`config.mk`:
```
export PLATFORM = sky130hd
export DESIGN_NAME = gbts_controller
export DESIGN_NICKNAME = d
export VERILOG_FILES = /design/src/design/gbts_pkg.sv /design/src/design/gbts_controller.sv
export SDC_FILE = /design/constraint.sdc
export NUM_CORES = 1
export LEC_CHECK = 0
export ABC_AREA = 1
export BUFFER_PORTS_ARGS = -buffer_cell sky130_fd_sc_hd__buf_2
export CAP_MARGIN = 25
export CORE_AREA = 2 2 39 41
export CTS_CLUSTER_DIAMETER = 40
export CTS_CLUSTER_SIZE = 8
export DETAILED_ROUTE_END_ITERATION = 10
export DIE_AREA = 0 0 41 43
export PLACE_DENSITY = 0.48
export SYNTH_ARGS = -nofsm -noshare
export SYNTH_HDL_FRONTEND = slang
export SYNTH_SLANG_ARGS = --single-unit
```
`constraint.sdc`:
```
create_clock -name clock -period 1.25 [get_ports clock]
set_clock_uncertainty 0.05 [all_clocks]
set_input_delay 0 -clock clock [delete_from_list [all_inputs] [get_ports clock]]
set_output_delay 0 -clock clock [all_outputs]
set_load 0.02 [all_outputs]
```
`src/design/gbts_pkg.sv`:
```
// Package for the gap buffer text store.
// Beat types, operation and status codes, controller states and the
// command/status bundles between controller and datapath. No dependencies.
`timescale 1ns / 1ps

package gbts_pkg;

   // Fixed field widths
   localparam int FUNC_W = 2;
   localparam int LEN_W  = 11;
   localparam int CHAR_W = 8;
   localparam int STS_W  = 2;

   // Operation codes
   localparam logic [FUNC_W-1:0] OP_INSERT = 2'd0;
   localparam logic [FUNC_W-1:0] OP_DELETE = 2'd1;
   localparam logic [FUNC_W-1:0] OP_READ   = 2'd2;

   // Status codes
   localparam logic [STS_W-1:0] STS_OK    = 2'd0;
   localparam logic [STS_W-1:0] STS_RANGE = 2'd1;
   localparam logic [STS_W-1:0] STS_FULL  = 2'd2;

   typedef struct packed {
      logic [FUNC_W-1:0] func;
      logic [LEN_W-1:0]  position;
      logic [CHAR_W-1:0] char_in;
      logic [LEN_W-1:0]  delete_count;
   } req_type;

   typedef struct packed {
      logic [CHAR_W-1:0] read_char;
      logic [STS_W-1:0]  status;
      logic [LEN_W-1:0]  text_length;
   } rsp_type;

   typedef enum logic [2:0] {
      S_IDLE,
      S_EXEC,
      S_MOVE,
      S_DRAIN,
      S_COMMIT,
      S_READ
   } state_type;

   // Controller to datapath
   typedef struct packed {
      logic latch;      // capture the request beat
      logic move_step;  // move one character across the gap
      logic commit;     // apply the insert or delete at the gap
      logic load_rsp;   // load the result register
      logic use_rdata;  // result carries the memory read data
   } cmd_type;

   // Datapath to controller
   typedef struct packed {
      logic ins_ok;     // insert in range and not full
      logic del_ok;     // delete start in range
      logic rd_ok;      // read index in range
      logic need_move;  // gap is not at the position yet
      logic move_last;  // next move step lands the gap on the position
   } sts_type;

endpackage

```
`src/design/gbts_controller.sv`:
```
// Controller of the gap buffer text store: sequences accept, gap move,
// commit and read, and owns the handshake control.
// Depends on gbts_pkg.
`timescale 1ns / 1ps

module gbts_controller (
   input  logic              clock,
   input  logic              reset,
   input  logic              req_valid,
   output logic              req_stall,
   output logic              rsp_valid,
   input  logic              rsp_stall,
   input  gbts_pkg::sts_type sts,
   output gbts_pkg::cmd_type cmd
);

   gbts_pkg::state_type state_ff, state_in;
   logic rsp_valid_ff, rsp_valid_in;
   logic rsp_free;

   // a new beat is taken only when the result register will be empty
   assign rsp_free  = !rsp_valid_ff || !rsp_stall;
   assign req_stall = !((state_ff == gbts_pkg::S_IDLE) && rsp_free);

   // Next state
   always_comb begin
      state_in = state_ff;
      unique case (state_ff)
         gbts_pkg::S_IDLE: begin
            if (req_valid && !req_stall) state_in = gbts_pkg::S_EXEC;
         end
         gbts_pkg::S_EXEC: begin
            if (sts.rd_ok) begin
               state_in = gbts_pkg::S_READ;
            end else if ((sts.ins_ok || sts.del_ok) && sts.need_move) begin
               state_in = gbts_pkg::S_MOVE;
            end else begin
               state_in = gbts_pkg::S_IDLE;
            end
         end
         gbts_pkg::S_MOVE: begin
            if (sts.move_last) state_in = gbts_pkg::S_DRAIN;
         end
         gbts_pkg::S_DRAIN:  state_in = gbts_pkg::S_COMMIT;
         gbts_pkg::S_COMMIT: state_in = gbts_pkg::S_IDLE;
         gbts_pkg::S_READ:   state_in = gbts_pkg::S_IDLE;
         default:            state_in = gbts_pkg::S_IDLE;
      endcase
   end

   // Commands
   always_comb begin
      cmd = '0;
      unique case (state_ff)
         gbts_pkg::S_IDLE: begin
            cmd.latch = req_valid && !req_stall;
         end
         gbts_pkg::S_EXEC: begin
            // a read or a gap move issues nothing here
            if (!sts.rd_ok && !((sts.ins_ok || sts.del_ok) && sts.need_move)) begin
               // in place commit, or an error / unused code
               cmd.commit   = sts.ins_ok || sts.del_ok;
               cmd.load_rsp = 1'b1;
            end
         end
         gbts_pkg::S_MOVE: begin
            cmd.move_step = 1'b1;
         end
         gbts_pkg::S_DRAIN: begin
            cmd = '0;
         end
         gbts_pkg::S_COMMIT: begin
            cmd.commit   = 1'b1;
            cmd.load_rsp = 1'b1;
         end
         gbts_pkg::S_READ: begin
            cmd.load_rsp  = 1'b1;
            cmd.use_rdata = 1'b1;
         end
         default: cmd = '0;
      endcase
   end

   // Result valid
   always_comb begin
      rsp_valid_in = rsp_valid_ff;
      if (rsp_valid_ff && !rsp_stall) rsp_valid_in = 1'b0;
      if (cmd.load_rsp) rsp_valid_in = 1'b1;
   end

   always_ff @(posedge clock) begin
      if (reset) begin
         state_ff     <= gbts_pkg::S_IDLE;
         rsp_valid_ff <= 1'b0;
      end else begin
         state_ff     <= state_in;
         rsp_valid_ff <= rsp_valid_in;
      end
   end

   assign rsp_valid = rsp_valid_ff;

endmodule

```
==> results of run 1 <==
==> worst max-delay path, cell delays in order, from the launching register on <==
cell and delay [ns]:
dfxtp_2 0.32, inv_2 0.07, nand2_2 0.06, nor2_2 0.12
nand2_2 0.07, o22ai_2 0.13, buf_6 0.14
==> metrics by stage <==
| stage | instance area [um2] | power (uW) | TNS [ns] |
|---|---|---|---|
| 3_5_place_dp | 342 | 274 | 0 |
| 4_1_cts | 374 | 441 | 0 |
| 6_report | 428 | 463 | 0 |
| 2_1_floorplan | 254 | 234 | 0 |
| 5_1_grt | 428 | 501 | -0.0204 |
| 3_3_place_gp | 342 | 275 | 0 |
==> report_power, final <==
group          leakage, uW  switching (uW)  total, uW  internal [uW]
combinational     0.000210            85.9        153           67.4
clock            0.0000138            51.5        159            107
sequential       0.0000342            11.9        151            139
==> synth_stat cells <==
| cell type | count |
|---|---|
| a21oi_1 | 2 |
| buf_4 | 1 |
| dfxtp_1 | 4 |
| inv_1 | 10 |
| nand2_1 | 12 |
| nand3_1 | 2 |
| nor2_1 | 8 |
| nor3_2 | 1 |
| nor3b_1 | 1 |
| o21ai_0 | 2 |
| o22ai_1 | 1 |
==> repair_timing <==
action	in CTS	in global routing
hold buffers	1	0
resized for setup	0	17
endpoints found under the hold margin	2	0
buffers inserted	0	2
endpoints found under the setup margin	0	3
==> flip-flops by register name, summed over array words and instances, names as in the netlist <==
name,flops
rsp_valid,1
state_ff,3
==> cell usage in the layout, fill, tap and decap left out <==
cell | synthesis | routed
clkbuf_4 | 0 | 3
inv_4 | 0 | 1
nand2_1 | 12 | 8
a21oi_1 | 2 | 2
dfxtp_1 | 4 | 1
nor3b_1 | 1 | 1
nand2_2 | 0 | 4
nor2_1 | 8 | 6
inv_1 | 10 | 8
inv_2 | 0 | 1
nor2_2 | 0 | 2
buf_2 | 0 | 13
o22ai_2 | 0 | 1
nor3_2 | 1 | 1
o21ai_0 | 2 | 2
buf_6 | 0 | 1
buf_4 | 1 | 3
dfxtp_4 | 0 | 1
dfxtp_2 | 0 | 2
nand3_1 | 2 | 2
dlygate4sd3_1 | 0 | 1
==> cell type report <==
type	count	area, um2
well taps	16	20.0
flip-flops and latches	4	86.3
clock buffers	3	22.5
repair buffers	18	109
fillers	161	956
inverters	10	40.0
multi-input cells	29	150
==> worst paths after layout <==
path	from	end	slack, ns	cells past startpoint
min	sts[2]	state_ff[0]	0.009	3
min reg2reg	state_ff[0]	state_ff[2]	0.46	2
max	state_ff[1]	cmd[2]	0.06	6
max reg2reg	state_ff[1]	state_ff[0]	0.23	7
==> routing by layer <==
| layer | part of all wire | vias up | GRT usage |
|---|---|---|---|
| met4 | 0.036 | 0 | 0.0800 |
| li1 | - | 171 | - |
| met5 | 0 | - | 0 |
| met3 | 0.097 | 4 | 0.0314 |
| met1 | 0.42 | 132 | 0.0935 |
| met2 | 0.45 | 16 | 0.113 |
==> kinds of logic (layout without fill, tap and decap cells) <==
| logic type | count (synthesis) | count (layout) | share of synthesized area |
|---|---|---|---|
| compound gates | 5 | 5 | 0.103 |
| buf+inv | 11 | 31 | 0.177 |
| flops | 4 | 4 | 0.315 |
| simple gates | 24 | 24 | 0.404 |
==> metrics.md, run 1 <==
| Metric | Value |
|---|---|
| Status | `completed` |
| Total CTS buffers | `3` |
| Clock sink count | `4` |
| Dpl ws | `0.262 ns` |
| Die Ht | `43 um` |
| DRT Pass-1 Iters | `4` |
| DP HPWL | `502 um` |
| Global-route wire length before repair | `966 um` |
| Worst Setup End Kind | `output pin` |
| Worst-Margin Slew | `0.334 ns` |
| Crit share post-route | `0.956` |
| Latest clock arrival within the worst-skew pair | `0.23 ns` |
| Nets | `75` |
| Hold Vio Cnt, Final | `0` |
| Fin worst setup slack | `0.0553 ns` |
| CTS root buf | `clkbuf_4` |
| Initial antenna violation count | `0` |
| P_leak | `0.000258 uW` |
| Fmax | `0.837 GHz` |
| RSZ-0062 raised after global routing | `true` |
| Area leader, netlist | `dfxtp_1` |
| Hold Slack | `0.00912 ns` |
| Seq/Total Area, Yosys | `0.315` |
| Clock Pin Slew Worst Setup and Hold Paths | `0.04 ns` |
| CP required | `1.20 ns` |
| #FFs+latches synth | `4` |
| Peak fanout along the critical path | `3` |
| Layout cell share with drive strength beyond 1 | `0.516` |
| Deepest clock path buffer count | `2` |
| Num rows | `14` |
| GRT Overall Usage | `0.0834` |
| Syn_area_per_cell | `5.77 um2` |
| Mapped Nets | `53` |
| Final wirelength | `637 um` |
| Initial DRC count | `9` |
| Slew Limit Fails | `0` |
| P&R area growth vs syn | `68.5%` |
| Setup crit start kind | `flop` |
| Max cap viols | `0` |
| Vias | `323` |
| Mapped cell area | `254 um2` |
| Number of port buffers | `15` |
| PD cells | `1080 nW/um2` |
| Dpl cells | `74` |
| Vias in the first global route | `269` |
| Final min period | `1.19 ns` |
| Die width | `41 um` |
| Syn. warnings | `0` |
| Die ar. | `1760 um2` |
| Type of the worst min-delay path | `in2reg` |
| Area share of the largest cell type after synthesis | `0.315` |
| Initial core utilization | `0.184` |
| Routed length per instance | `7.96 um` |
| Final Non-Filler Cells | `80` |
| Final setup viols | `0` |
| # IOs | `16` |
| CTS tree | `built` |
| CORE AREA | `1380 um2` |
| Detail Route Antenna Nets | `0` |
| Post-route DRC | `0` |
| Max VDD drop | `297 uV` |
| Placer's final routability congestion estimate | `0.656` |
| Yosys cell types | `11` |
| Rel. slew slack | `0.775` |
| Finished Core Util | `0.309` |
| Post-Synthesis Cells | `44` |
| H-tree Lvls | `1` |
| Area contributors post-synth | `dfxtp_1 32%, nand2_1 18%, inv_1 15%, nor2_1 12%, a21oi_1 3.9%` |
| Crit Path Class | `reg2out` |
| Vias per cell | `4.04` |
| Largest net degree at the start of global routing | `6` |
| N_diodes | `0` |
| Crit path DAT | `1.14 ns` |
| Gr ovfl total | `0` |
No activity file was read; power rests on OpenSTA's default activity.
==> run 2: changes to the inputs <==
--- a/config.mk
+++ b/config.mk
@@ -9,7 +9,7 @@
 export BUFFER_PORTS_ARGS = -buffer_cell sky130_fd_sc_hd__buf_2
 export CAP_MARGIN = 25
 export CORE_AREA = 2 2 39 41
-export CTS_CLUSTER_DIAMETER = 40
+export CTS_CLUSTER_DIAMETER = 120
 export CTS_CLUSTER_SIZE = 8
 export DETAILED_ROUTE_END_ITERATION = 10
 export DIE_AREA = 0 0 41 43
==> constraint.sdc (replaced) <==
create_clock -name clock -period 1.4 [get_ports clock]
set_clock_uncertainty 0.05 [all_clocks]
set_input_delay 0 -clock clock [delete_from_list [all_inputs] [get_ports clock]]
set_output_delay 0 -clock clock [all_outputs]
set_load 0.02 [all_outputs]
==> run 2 against run 1 <==
Net effect: sequential share of layout area grew 1.2 points; first-iteration DRC count is 44% lower; die area did not move; sequential power down 13%; final cell count shrank 2.5%; combinational power is 27% lower; via count is 4.0% lower; sequential cell count did not move; largest cell class unchanged.
==> metrics.md, run 2 (same netlist as run 1, synthesis figures left out) <==
| Metric | Value |
|---|---|
| P&R area growth vs syn | `47.3%` |
| Worst-Margin Slew | `0.277 ns` |
| Placer's final routability congestion estimate | `0.656` |
| Vias per cell | `3.97` |
| Die Ht | `43 um` |
| Finished Core Util | `0.270` |
| Die ar. | `1760 um2` |
| P_leak | `0.000240 uW` |
| Total CTS buffers | `3` |
| Cell Area, Placed | `342 um2` |
| Fin area | `374 um2` |
| Max cap viols | `0` |
| GRT Overall Usage | `0.0834` |
| Hold_buf cts | `1` |
| Number of port buffers | `15` |
| Crit Path Class | `reg2out` |
| Routed length per instance | `7.63 um` |
| Post-route DRC | `0` |
| Initial core utilization | `0.184` |
| Reg2Reg Setup Slack | `0.42 ns` |
| Vias in the first global route | `269` |
| Slew Limit Fails | `0` |
| Max reg flops | `3` |
| H-tree Lvls | `1` |
| Fin worst setup slack | `0.155 ns` |
| DRT Pass-1 Iters | `4` |
| Hold Path Sink | `state_ff[0]` |
| Vias | `310` |
| Setup_tns | `0 ns` |
| Nets | `73` |
| Global-route wire length before repair | `966 um` |
| Commonest cells after routing, fill and taps aside | `15 x buf_2, 12 x nand2_1, 10 x inv_1` |
| Hold path start | `sts[2]` |
| Latest clock arrival within the worst-skew pair | `0.23 ns` |
| Largest Register | `state_ff` |
| Fmax | `0.803 GHz` |
| Most common cell after layout, fill and taps aside | `buf_2` |
| Dpl ws | `0.412 ns` |
| Die width | `41 um` |
| Clock Pin Slew Worst Setup and Hold Paths | `0.04 ns` |
| Layout cell share with drive strength beyond 1 | `0.306` |
| Crit path DAT | `1.19 ns` |
| Detail Route Antenna Nets | `0` |
| Clock sink count | `4` |
| Type of the worst min-delay path | `in2reg` |
| Initial DRC count | `5` |
| CP required | `1.35 ns` |
| Max VDD drop | `264 uV` |
| Deepest clock path buffer count | `2` |
| CTS tree | `built` |
| Worst Setup End Kind | `output pin` |
| Num rows | `14` |
| Post-cts sizing count | `0` |
| Worst r2r dst | `rsp_valid` |
| Final wirelength | `595 um` |
| Final min period | `1.24 ns` |
| Final setup viols | `0` |
| Crit share post-route | `0.889` |
| PD cells | `1030 nW/um2` |
| Reg2reg start | `state_ff[2]` |
| Peak fanout along the critical path | `5` |
| Cell depth of the worst min-delay path | `3` |
| # IOs | `16` |
| R2R depth | `7` |
| Initial antenna violation count | `0` |
| Setup crit start kind | `flop` |
| Total design power | `386 uW` |
| Status | `completed` |
| Rel. slew slack | `0.813` |
| Hold Vio Cnt, Final | `0` |
| Post-CTS Repair Setup Buffers | `0` |
| Gr ovfl total | `0` |
| RSZ-0062 raised after global routing | `false` |
| Largest net degree at the start of global routing | `6` |
| CORE AREA | `1380 um2` |
| N_diodes | `0` |
| DP HPWL | `502 um` |
| CTS root buf | `clkbuf_4` |
==> run 2: changes by cell type in the layout (fill, tap and decap cells not counted), moves of 2 or more <==
cell	change
nand2_1	+4
nor2_2	-2
inv_1	+2
buf_2	+2
buf_4	-3
nor2_1	+2
dfxtp_2	-2
dfxtp_1	+3
nand2_2	-4
==> run 2: critical path, cell delays in order (launching register included) <==
cell and delay, ns:
dfxtp_1 0.38, nand2_1 0.09, nor2_1 0.11, nand2_1 0.08, o22ai_1 0.12, buf_2 0.18
==> run 2: layer usage <==
| metal | wire length, um | GRT usage | vias to the layer above | share of wire |
|---|---|---|---|---|
| met4 | 25 | 0.0800 | 0 | 0.042 |
| li1 | - | - | 167 | - |
| met2 | 254 | 0.113 | 16 | 0.43 |
| met1 | 246 | 0.0935 | 123 | 0.41 |
| met5 | 0 | 0 | - | 0 |
| met3 | 69 | 0.0314 | 4 | 0.12 |
==> run 2: how the worst max path moves through the flow <==
stage	from	endpoint	slack (ns)	cells after the start
CTS	state_ff[2]	cmd[2]	0.15	6
detailed placement	state_ff[2]	cmd[2]	0.41	6
floorplan	state_ff[1]	cmd[4]	0.33	5
global placement	state_ff[2]	cmd[2]	0.41	6
finish	state_ff[0]	cmd[2]	0.16	5
global route	state_ff[2]	cmd[2]	0.03	6
==> run 2: where the power goes <==
group,leakage (uW),switching (uW),internal [uW]
Combinational,0.000193,69.3,42.7
Clock,0.0000138,46.4,95.8
Sequential,0.0000327,7.82,124
==> run 2: final cells by class <==
| type | count | area, um2 |
|---|---|---|
| fillers | 168 | 1010 |
| multi-input cells | 29 | 129 |
| well taps | 16 | 20.0 |
| flip-flops and latches | 4 | 80.1 |
| clock buffers | 3 | 22.5 |
| repair buffers | 16 | 85.1 |
| inverters | 10 | 37.5 |
==> run 2: per-stage QoR <==
step	hold WS, ns	cells
2_1_floorplan	0.0191	44
3_3_place_gp	0.161	74
3_5_place_dp	0.159	74
4_1_cts	0.00254	78
5_1_grt	0.0148	78
6_report	0.00381	78
==> run 3: changes to the inputs <==
--- a/config.mk
+++ b/config.mk
@@ -13,7 +13,7 @@
 export CTS_CLUSTER_SIZE = 8
 export DETAILED_ROUTE_END_ITERATION = 10
 export DIE_AREA = 0 0 41 43
-export PLACE_DENSITY = 0.48
+export PLACE_DENSITY = 0.5
 export SYNTH_ARGS = -nofsm -noshare
 export SYNTH_HDL_FRONTEND = slang
 export SYNTH_SLANG_ARGS = --single-unit
==> constraint.sdc (replaced) <==
create_clock -name clock -period 1.1 [get_ports clock]
set_clock_uncertainty 0.05 [all_clocks]
set_input_delay 0 -clock clock [delete_from_list [all_inputs] [get_ports clock]]
set_output_delay 0 -clock clock [all_outputs]
set_load 0.02 [all_outputs]
==> run 3 against run 2 <==
Net effect: the flow now finishes with violations (setup timing); core utilization increased by 6.7 points; sequential cell count unchanged; combinational power increased by 65%; register-to-register slack got worse by 0.49 ns; largest cell class unchanged; worst hold slack improved by 0.030 ns.
==> metrics.md, run 3 (same netlist as run 1, synthesis figures left out) <==
| Metric | Value |
|---|---|
| Largest Register | `state_ff` |
| DRT Pass-1 Iters | `4` |
| Cell family with most CP delay | `flip-flops` |
| Sw Share | `0.325` |
| Net Switching | `175 uW` |
| Worst path max stage delay | `0.34 ns` |
| Worst Setup End Kind | `output pin` |
| H-tree Lvls | `1` |
| Layout cell share with drive strength beyond 1 | `0.478` |
| Fillers | `159` |
| Initial DRC count | `5` |
| P_leak | `0.000271 uW` |
| Deepest clock path buffer count | `2` |
| DP HPWL | `494 um` |
| Rel. slew slack | `0.763` |
| Vias in the first global route | `285` |
| Cell depth of the worst min-delay path | `5` |
| Hold path start | `sts[0]` |
| N_diodes | `0` |
| Die ar. | `1760 um2` |
| Initial antenna violation count | `0` |
| P&R area growth vs syn | `83.7%` |
| Crit share post-route | `1.08` |
| Commonest cells after routing, fill and taps aside | `10 x buf_2, 9 x nand2_1, 8 x inv_1` |
| Nets | `78` |
| Max reg flops | `3` |
| Setup crit start kind | `flop` |
| CP max stage cell | `dfxtp_4` |
| Fmax | `0.845 GHz` |
| Die Ht | `43 um` |
| Peak fanout along the critical path | `4` |
| Initial core utilization | `0.184` |
| Cells along the critical path | `inv_2 -> nand2_2 -> nor2_4 -> nand2_2 -> o22ai_2 -> buf_6` |
| Most common cell on crit path | `nand2_2` |
| Final wirelength | `714 um` |
| Cell Area, Placed | `342 um2` |
| Largest net degree at the start of global routing | `6` |
| Buf/Inv on CP | `2` |
| R2R depth | `9` |
| Clock Pin Slew Worst Setup and Hold Paths | `0.04 ns` |
| GRT Overall Usage | `0.0894` |
| Fin worst setup slack | `-0.0840 ns` |
| Latest clock arrival within the worst-skew pair | `0.23 ns` |
| Reg2Reg Setup Slack | `-0.07 ns` |
| Gr ovfl total | `0` |
| Worst-Margin Slew | `0.352 ns` |
| Clock sink count | `4` |
| Reg2reg start | `state_ff[2]` |
| Combinational Power Share | `0.345` |
| Most common cell after layout, fill and taps aside | `buf_2` |
| Fin area | `467 um2` |
| Max VDD drop | `488 uV` |
| Routed length per instance | `8.60 um` |
| Final setup viols | `4` |
| CTS tree | `built` |
| Internal power | `363 uW` |
| PD cells | `1150 nW/um2` |
| CORE AREA | `1380 um2` |
| CTS root buf | `clkbuf_4` |
| Worst r2r dst | `rsp_valid` |
| Detail Route Antenna Nets | `0` |
| CP required | `1.05 ns` |
| Vias per cell | `4.02` |
| Status | `finished with violations` |
| Placer's final routability congestion estimate | `0.684` |
| Vias | `334` |
| Total CTS buffers | `3` |
| Hold Vio Cnt, Final | `0` |
| Number of port buffers | `15` |
| Dpl ws | `0.0798 ns` |
| Max cap viols | `0` |
| Num rows | `14` |
| Total design power | `537 uW` |
| # IOs | `16` |
| Crit Path Class | `reg2out` |
| Clock Power Share | `0.338` |
| Die width | `41 um` |
| Hold Path Sink | `state_ff[0]` |
| Global-route wire length before repair | `1020 um` |
| Failing checks | `setup timing` |
| Final min period | `1.18 ns` |
| Slew Limit Fails | `0` |
| Type of the worst min-delay path | `in2reg` |
| Post-route DRC | `0` |
| Crit path DAT | `1.13 ns` |
| Flop pwr share | `0.317` |
| RSZ-0062 raised after global routing | `true` |
-- run 3: per-stage QoR --
step / std cells / utilization / setup TNS [ns] / hold WS, ns
3_3_place_gp: 74 / 0.247 / 0 / 0.157
6_report: 83 / 0.337 / -0.260 / 0.0333
4_1_cts: 83 / 0.312 / -0.225 / 0.0322
3_5_place_dp: 74 / 0.247 / 0 / 0.157
2_1_floorplan: 44 / - / 0 / 0.0191
5_1_grt: 83 / 0.337 / -0.663 / 0.0681
-- run 3: how the worst max path moves through the flow --
| stage | start | endpoint | slack (ns) | cells after the start |
|---|---|---|---|---|
| 2_1_floorplan | state_ff[1] | cmd[4] | 0.03 | 5 |
| 4_1_cts | state_ff[1] | cmd[2] | -0.13 | 6 |
| 3_5_place_dp | state_ff[0] | cmd[2] | 0.08 | 5 |
| 6_report | state_ff[2] | cmd[2] | -0.08 | 6 |
| 3_3_place_gp | state_ff[2] | cmd[2] | 0.11 | 6 |
| 5_1_grt | state_ff[2] | cmd[2] | -0.17 | 6 |
-- run 3: routing by layer --
layer,track usage,vias up,wire (um)
met5,0,-,0
met4,0.0600,0,0
met3,0.0471,0,50
met2,0.116,12,348
met1,0.109,142,315
li1,-,180,-
-- run 3: power groups by stage --
stage | registers (uW) | logic, uW | clock network (uW)
after floorplan | 171 | 94.5 | 0
after global placement | 169 | 143 | 0
after detailed placement | 170 | 142 | 0
after CTS | 169 | 168 | 190
after global routing | 173 | 204 | 204
final | 170 | 185 | 182
-- run 3: cell type report --
| type | count | area, um2 | area share |
|---|---|---|---|
| Multi-Input combinational cell | 29 | 150 | 0.322 |
| Timing Repair Buffer | 21 | 148 | 0.316 |
| Sequential cell | 4 | 88.8 | 0.190 |
| Inverter | 10 | 37.5 | 0.0804 |
| Clock buffer | 3 | 22.5 | 0.0483 |
| Tap cell | 16 | 20.0 | 0.0429 |
-- run 3: what timing repair did --
item,4_1_cts,5_1_grt
setup endpoints to repair,4,7
hold buffers,3,0
hold endpoints to repair,4,0
gates resized for setup,9,11
buffers inserted,3,0
pin swaps,2,3
-- run 3: worst register-to-register path, stage by stage (launching register included) --
cell,delay [ns]
dfxtp_4,0.34
inv_2,0.06
nand2_2,0.07
nor2_4,0.11
nand2_2,0.07
buf_4,0.15
buf_4,0.12
nand3_1,0.07
nand2_1,0.05
inv_1,0.04
